==> src/rtl/crm_pkg.sv <==
// ----------------------------------------------------------------------------
// Cartridge ROM address mapper package
// Item types, configuration record, register indexes and mapping constants.
// ----------------------------------------------------------------------------
package crm_pkg;

    localparam int ADDR_W  = 24;
    localparam int UNITS_W = 9;
    localparam int LIMIT_W = ADDR_W + 1;

    // Configuration register indexes
    localparam logic [1:0] CFG_MAP_TYPE       = 2'd0;
    localparam logic [1:0] CFG_ROM_SIZE_UNITS = 2'd1;
    localparam logic [1:0] CFG_HEADER_PRESENT = 2'd2;

    // Mapping types: paged is the LoROM layout, flat the HiROM layout
    localparam logic [1:0] MAP_PAGED = 2'd0;
    localparam logic [1:0] MAP_FLAT  = 2'd1;
    localparam logic [1:0] MAP_NONE  = 2'd2;

    // Opcodes
    localparam logic OP_BUS_TO_FILE = 1'b0;
    localparam logic OP_FILE_TO_BUS = 1'b1;

    // Extended layouts start once the ROM exceeds this many 32 KiB units
    localparam logic [UNITS_W-1:0] EXT_UNITS = 9'd128;

    localparam logic [LIMIT_W-1:0] HDR_BYTES = 25'h000_0200;
    localparam logic [LIMIT_W-1:0] EXT_BASE  = 25'h040_0000;

    typedef struct packed {
        logic              opcode;
        logic [ADDR_W-1:0] address_in;
    } in_item_t;

    typedef struct packed {
        logic [ADDR_W-1:0] address_out;
        logic              error;
    } out_item_t;

    typedef struct packed {
        logic [1:0]         map_type;
        logic [UNITS_W-1:0] rom_size_units;
        logic               header_present;
    } cfg_t;

endpackage

==> src/rtl/crm_cfg_regs.sv <==
// ----------------------------------------------------------------------------
// Cartridge ROM address mapper: configuration registers
// Holds map type, ROM size and header flag written through the write port.
// ----------------------------------------------------------------------------
module crm_cfg_regs (
    input  logic                          aclk,
    input  logic                          aresetn,
    input  logic                          cfg_we,
    input  logic [1:0]                    cfg_addr,
    input  logic [crm_pkg::UNITS_W-1:0]   cfg_wdata,
    output crm_pkg::cfg_t                 cfg
);

    crm_pkg::cfg_t cfg_reg;
    crm_pkg::cfg_t cfg_next;

    always_comb begin
        cfg_next = cfg_reg;
        if (cfg_we) begin
            case (cfg_addr)
                crm_pkg::CFG_MAP_TYPE:       cfg_next.map_type       = cfg_wdata[1:0];
                crm_pkg::CFG_ROM_SIZE_UNITS: cfg_next.rom_size_units = cfg_wdata;
                crm_pkg::CFG_HEADER_PRESENT: cfg_next.header_present = cfg_wdata[0];
                default:                     cfg_next = cfg_reg; // drop unknown index
            endcase
        end
    end

    always_ff @(posedge aclk) begin
        if (!aresetn) begin
            cfg_reg.map_type       <= crm_pkg::MAP_NONE;
            cfg_reg.rom_size_units <= '0;
            cfg_reg.header_present <= 1'b0;
        end else begin
            cfg_reg <= cfg_next;
        end
    end

    assign cfg = cfg_reg;

endmodule

==> src/rtl/crm_xlate.sv <==
// ----------------------------------------------------------------------------
// Cartridge ROM address mapper: translation logic
// Combinational bus-to-file and file-to-bus mapping with range checks.
// ----------------------------------------------------------------------------
module crm_xlate (
    input  crm_pkg::cfg_t      cfg,
    input  crm_pkg::in_item_t  item_in,
    output crm_pkg::out_item_t item_out
);

    logic [7:0]                  bank;
    logic                        ext;
    logic [crm_pkg::LIMIT_W-1:0] hdr;
    logic [crm_pkg::LIMIT_W-1:0] limit;
    logic [crm_pkg::LIMIT_W-1:0] b2f_off;
    logic                        b2f_err;
    logic [crm_pkg::ADDR_W-1:0]  f2b_rel;
    logic [crm_pkg::ADDR_W-1:0]  f2b_ext;
    logic [crm_pkg::ADDR_W-1:0]  f2b_addr;
    logic                        f2b_err;

    assign bank  = item_in.address_in[23:16];
    assign ext   = cfg.rom_size_units > crm_pkg::EXT_UNITS;
    assign hdr   = cfg.header_present ? crm_pkg::HDR_BYTES : '0;
    assign limit = {1'b0, cfg.rom_size_units, 15'd0} + hdr;

    // Bus address to file offset
    always_comb begin
        b2f_off = '0;
        b2f_err = 1'b0;
        case (cfg.map_type)
            crm_pkg::MAP_PAGED: begin
                if (!item_in.address_in[15]) begin
                    b2f_err = 1'b1;
                end else if (ext && bank <= 8'h7D) begin
                    b2f_off = {2'b00, bank, item_in.address_in[14:0]}
                              + crm_pkg::EXT_BASE + hdr;
                end else if (bank inside {[8'h70:8'h7F]}) begin
                    b2f_err = 1'b1;
                end else begin
                    b2f_off = {3'b000, bank[6:0], item_in.address_in[14:0]} + hdr;
                end
            end
            crm_pkg::MAP_FLAT: begin
                if (bank <= 8'h77 && !item_in.address_in[15]) begin
                    b2f_err = 1'b1;
                end else if (bank inside {8'h7E, 8'h7F}) begin
                    b2f_err = 1'b1;
                end else begin
                    b2f_off = {3'b000, item_in.address_in[21:0]} + hdr
                              + ((ext && bank < 8'hC0) ? crm_pkg::EXT_BASE : '0);
                end
            end
            default: b2f_err = 1'b1;
        endcase
        if (b2f_off >= limit) begin
            b2f_err = 1'b1;
        end
    end

    // File offset to bus address
    assign f2b_rel = item_in.address_in - hdr[crm_pkg::ADDR_W-1:0];
    assign f2b_ext = f2b_rel - crm_pkg::EXT_BASE[crm_pkg::ADDR_W-1:0];

    always_comb begin
        f2b_addr = '0;
        f2b_err  = 1'b0;
        if ({1'b0, item_in.address_in} >= limit) begin
            f2b_err = 1'b1;
        end else if (cfg.map_type != crm_pkg::MAP_PAGED
                     && cfg.map_type != crm_pkg::MAP_FLAT) begin
            f2b_err = 1'b1;
        end else if ({1'b0, item_in.address_in} < hdr) begin
            f2b_err = 1'b1; // offset falls inside the copier header
        end else if (cfg.map_type == crm_pkg::MAP_PAGED) begin
            if (ext && f2b_rel[23:22] != 2'b00) begin
                f2b_addr = {1'b0, f2b_ext[21:15], 1'b1, f2b_rel[14:0]};
            end else begin
                f2b_addr = {1'b1, f2b_rel[21:15], 1'b1, f2b_rel[14:0]};
            end
        end else begin
            if (ext && f2b_rel[23:22] != 2'b00) begin
                if (f2b_rel >= 24'h70_0000 && f2b_rel <= 24'h78_0000 && !f2b_rel[15]) begin
                    f2b_err = 1'b1;
                end else begin
                    f2b_addr = f2b_rel;
                end
            end else begin
                f2b_addr = {2'b11, f2b_rel[21:0]};
            end
        end
    end

    always_comb begin
        if (item_in.opcode == crm_pkg::OP_FILE_TO_BUS) begin
            item_out.error       = f2b_err;
            item_out.address_out = f2b_err ? '0 : f2b_addr;
        end else begin
            item_out.error       = b2f_err;
            item_out.address_out = b2f_err ? '0 : b2f_off[crm_pkg::ADDR_W-1:0];
        end
    end

endmodule

==> src/rtl/cartridge_rom_address_mapper.sv <==
// ----------------------------------------------------------------------------
// Cartridge ROM address mapper
// Two-register pipeline translating console bus addresses and image offsets.
// ----------------------------------------------------------------------------
// Each item carries an opcode and a 24-bit address. Opcode 0 turns a
// bank:offset console bus address into a byte offset in the ROM image file
// (copier header included); opcode 1 turns an image offset back into a bus
// address. LoROM and HiROM layouts are supported, with the extended
// variants once the ROM is larger than 4 MiB. Any invalid bank or offset, a
// file offset at or past the image end, an offset inside the copier header, or
// an unidentified map type gives error = 1 with address_out = 0. The block
// takes one item per cycle while the result side drains; each item is held
// in the input register, passes the translation logic and is captured in
// the result register. Ready on the input side stays high as long as the
// result side keeps draining. Write the configuration registers only while
// no item is in flight.
module cartridge_rom_address_mapper (
    input  logic                        aclk,
    input  logic                        aresetn,
    // configuration write port
    input  logic                        cfg_we,
    input  logic [1:0]                  cfg_addr,
    input  logic [crm_pkg::UNITS_W-1:0] cfg_wdata,
    // input items
    input  logic                        s_valid,
    output logic                        s_ready,
    input  crm_pkg::in_item_t           s_data,
    // result items
    output logic                        m_valid,
    input  logic                        m_ready,
    output crm_pkg::out_item_t          m_data
);

    crm_pkg::cfg_t      cfg;
    crm_pkg::out_item_t xlate_out;

    logic               in_valid_reg;
    logic               in_valid_next;
    crm_pkg::in_item_t  in_item_reg;
    logic               out_valid_reg;
    logic               out_valid_next;
    crm_pkg::out_item_t out_item_reg;

    logic               out_load;
    logic               in_load;

    crm_cfg_regs u_cfg (
        .aclk      (aclk),
        .aresetn   (aresetn),
        .cfg_we    (cfg_we),
        .cfg_addr  (cfg_addr),
        .cfg_wdata (cfg_wdata),
        .cfg       (cfg)
    );

    crm_xlate u_xlate (
        .cfg      (cfg),
        .item_in  (in_item_reg),
        .item_out (xlate_out)
    );

    // Advance the input stage into the result register whenever the result
    // register is empty or being taken this cycle.
    assign out_load = in_valid_reg && (!out_valid_reg || m_ready);
    // Take a new item when the input stage is empty or moving on.
    assign s_ready  = !in_valid_reg || out_load;
    assign in_load  = s_valid && s_ready;

    always_comb begin
        in_valid_next = in_valid_reg;
        if (in_load) begin
            in_valid_next = 1'b1;
        end else if (out_load) begin
            in_valid_next = 1'b0;
        end
    end

    always_comb begin
        out_valid_next = out_valid_reg;
        if (out_load) begin
            out_valid_next = 1'b1;
        end else if (m_ready) begin
            out_valid_next = 1'b0; // drop the delivered item
        end
    end

    always_ff @(posedge aclk) begin
        if (!aresetn) begin
            in_valid_reg  <= 1'b0;
            out_valid_reg <= 1'b0;
        end else begin
            in_valid_reg  <= in_valid_next;
            out_valid_reg <= out_valid_next;
        end
    end

    // Payload registers: load only on a move, hold otherwise
    always_ff @(posedge aclk) begin
        if (in_load) begin
            in_item_reg <= s_data;
        end
        if (out_load) begin
            out_item_reg <= xlate_out;
        end
    end

    assign m_valid = out_valid_reg;
    assign m_data  = out_item_reg;

endmodule

==> config.mk <==
export PLATFORM = sky130hd
export DESIGN_NAME = cartridge_rom_address_mapper
export DESIGN_NICKNAME = d
export VERILOG_FILES = /design/src/rtl/crm_pkg.sv /design/src/rtl/crm_cfg_regs.sv /design/src/rtl/crm_xlate.sv /design/src/rtl/cartridge_rom_address_mapper.sv
export SDC_FILE = /design/constraint.sdc
export NUM_CORES = 1
export LEC_CHECK = 0
export CORE_MARGIN = 2
export CORE_UTILIZATION = 56
export DETAILED_ROUTE_END_ITERATION = 10
export DONT_BUFFER_PORTS = 1
export PLACE_DENSITY = 0.71
export REMOVE_ABC_BUFFERS = 1
export SETUP_SLACK_MARGIN = 0.5
export SLEW_MARGIN = 20
export SYNTH_ARGS = -nofsm -noshare
export SYNTH_HDL_FRONTEND = slang
export SYNTH_SLANG_ARGS = --single-unit
==> constraint.sdc <==
create_clock -name aclk -period 4.9 [get_ports aclk]
set_clock_uncertainty 0.15 [all_clocks]
set_input_delay 0.49 -clock aclk [delete_from_list [all_inputs] [get_ports aclk]]
set_output_delay 0.49 -clock aclk [all_outputs]
set_load 0.02 [all_outputs]
==> results.toml <==
[synthesis]
ys.flop_type = "edfxtp_1"
ys_warn_count = 0
ys_seq_area_share_pct = 42.9
netlist_area_um2 = 4150
synth_seq_cells = 64
async_flop_share_pct = 0
syn-instance-count = 405
synth_edf_count = 50
synthDistinctLibCells = 68
avgSynthCellArea_um2 = 10.3

[clock_network]
cts_buffer_depth = 2
ctsRootBufferMaster = "clkbuf_8"
cts_buffers = 9
cts_tree = "yes"
cts_sinks = 64
cts.htree.levels = 3
ctsHoldBuffers = 0
clkTransAtPathRegs_ps = 80
clk_latency_ps = 350

[global_routing]
grt_pass1_vias = 3058
grt_pass1_wl_mm = 15.3
grt_max_degree = 26
overflow = 0
antenna_found_initial = 0
grt_usage_pct = 23.8

[routing]
drt_wl_total_mm = 9.80
wire_per_inst_um = 19.0
drtAntennaViolNets = 0
drcViolationCount = 0
first_pass_iters = 6
num_vias = 3324
via_per_inst = 6.45
drt_iter0_markers = 478

[sta]
tightest_slew_ps = 993
setup_tns_ps = 0
rsz0062_at_grt = "no"
fin_crit_ps = 4280
finalMaxSlewViolations = 0
relSlewSlack_pct = 33.8
whs_ps = 58.1
fin_crit_sh_pct = 87.3
fmax_mhz = 234
setup_ws_ps = 621
finalSetupViolCount = 0
hold_viol_final = 0

[job]
drv_cap = 0

[critical_path]
cpPeakStageDelay_ps = 550
arrival_ps = 4340
required_ps = 4960
cpMostUsedCell = "a211oi_1"
crit_path_cell_trace = "or4_1 -> o221a_2 -> o311ai_4 -> a211oi_1 -> a21oi_1 -> nand2_1 -> ha_1 -> a21o_1 -> a211oi_1 -> o21ai_0 -> a32o_1 -> nor3_1 -> buf_4 -> a21boi_2 -> a221o_1"
cp-end-kind = "register"
cp_top_family = "compound AO/OA/AOI/OAI gates"
crit_type = "register to register"
slowest_stage = "or4_1"
path_buf_inv = 1
critPathMaxFanout = 13
start_kind = "register"

[floorplan]
ios = 68
initial_core_util_pct = 57.6
die_y_um = 90.1
fp.coreArea_um2 = 7210
rows = 31
die_area_um2 = 8120
die_x_um = 90.1

[run_status]
status = "complete, no violations"

[placement]
port_buffers = 0
gp_congestion = 0.868
dp_hpwl_mm = 6.96
postPlaceCellArea_um2 = 4210
dp_slack_ps = 497

[cells_and_area]
drive_gt1_share_pct = 13.7
mostFrequentLayoutCell = "edfxtp_1"
fillCellCount = 601
nets = 475
design_area_um2 = 4550
n_antenna_cell = 0
synthToLayoutAreaGrowth_pct = 9.64
mostFrequentLayoutCells = "50 x edfxtp_1, 26 x nor2b_1, 24 x nor2_1"

[pwr]
pwr_density_cell_nw_per_um2 = 284
power.total_uw = 1300
peakVddDrop_mv = 0.260
p_leak_uw = 0.00164

[hold_path]
hp-class = "primary input to register"
==> worst paths after layout <==
kind,start,to,slack (ps),depth (start not counted)
setup / recovery,u_cfg.cfg[4],m_data[19],620,15
hold / removal,aresetn,u_cfg.cfg[11],60,1
setup reg to reg,u_cfg.cfg[4],m_data[19],620,15
hold reg to reg,in_valid_reg,m_valid,370,1
==> worst reg2reg max path: stages, from the launching register on <==
cell and delay (ps):
dfxtp_1 320, or4_1 550, o221a_2 300, o311ai_4 400, a211oi_1 110, a21oi_1 240
nand2_1 100, ha_1 300, a21o_1 190, a211oi_1 260, o21ai_0 170, a32o_1 260
nor3_1 190, buf_4 240, a21boi_2 230, a221o_1 130
==> synth_stat cells, types with 4 or more instances <==
master	number	share of area, %
o22ai_1	6	0.90
o211ai_1	4	0.72
nor2_1	24	2.2
edfxtp_1	50	36
buf_4	4	0.72
nand4_1	10	1.5
and3_1	7	1.1
nand2_1	23	2.1
a211oi_1	7	1.3
and2_1	4	0.60
xor2_1	10	2.1
ha_1	23	6.9
a31oi_1	4	0.60
dfxtp_1	14	6.7
mux2i_1	14	3.4
nor4_1	6	0.90
clkbuf_1	13	1.2
a32oi_1	4	0.84
xnor2_1	11	2.3
a21oi_1	11	1.3
nand3_1	10	1.2
or4_1	6	1.1
o21ai_0	10	1.2
nor3_1	8	0.96
a21o_1	4	0.72
nand3b_1	7	1.3
inv_1	19	1.7
nor2b_1	27	4.1
o21ai_1	6	0.72
==> logic make-up after synthesis <==
| kind of cell | share of synthesized area (%) |
|---|---|
| AND/OR/NAND/NOR | 22.5 |
| AO/OA/AOI/OAI | 15.3 |
| flip-flops | 42.9 |
| buffers and inverters | 4.61 |
| adder cells (fa/ha/maj) | 6.93 |
| XOR/XNOR | 4.43 |
| multiplexers | 3.37 |
==> stage by stage <==
step,std cells,util (%)
final,515,63.1
after global routing,515,63.1
after CTS,503,61.6
after detailed placement,487,58.3
after global placement,487,58.3
after floorplan,382,-
==> report_power, final <==
part,switching [uW],leakage (uW),internal (uW)
Clock,230,0.000112,292
Sequential,33.6,0.000601,611
Combinational,77.2,0.000922,51.6
Total,340,0.00164,955
==> final cells by class <==
type                            count  area, um2  share of cell area, %
Multi-Input combinational cell    299       2210                   48.6
Sequential cell                    64       1780                   39.1
Timing Repair Buffer               18        135                   2.97
Clock buffer                        9        124                   2.72
Tap cell                           99        124                   2.72
Clock inverter                      7        105                   2.31
Inverter                           19       71.3                   1.57
==> routing by layer <==
metal	track usage [%]	vias to the layer above	wire length (um)
met5	0	-	0
met4	8.33	0	246
met3	6.20	33	848
met2	37.7	200	4570
met1	31.7	1552	4140
li1	-	1539	-
==> what timing repair did <==
| item | CTS | global route |
|---|---|---|
| gates resized for setup | 1 | 7 |
| pin swaps | 0 | 1 |
| endpoints found under the setup margin | 1 | 17 |
| buffers inserted | 0 | 12 |
(Power assumes the default switching activity.)
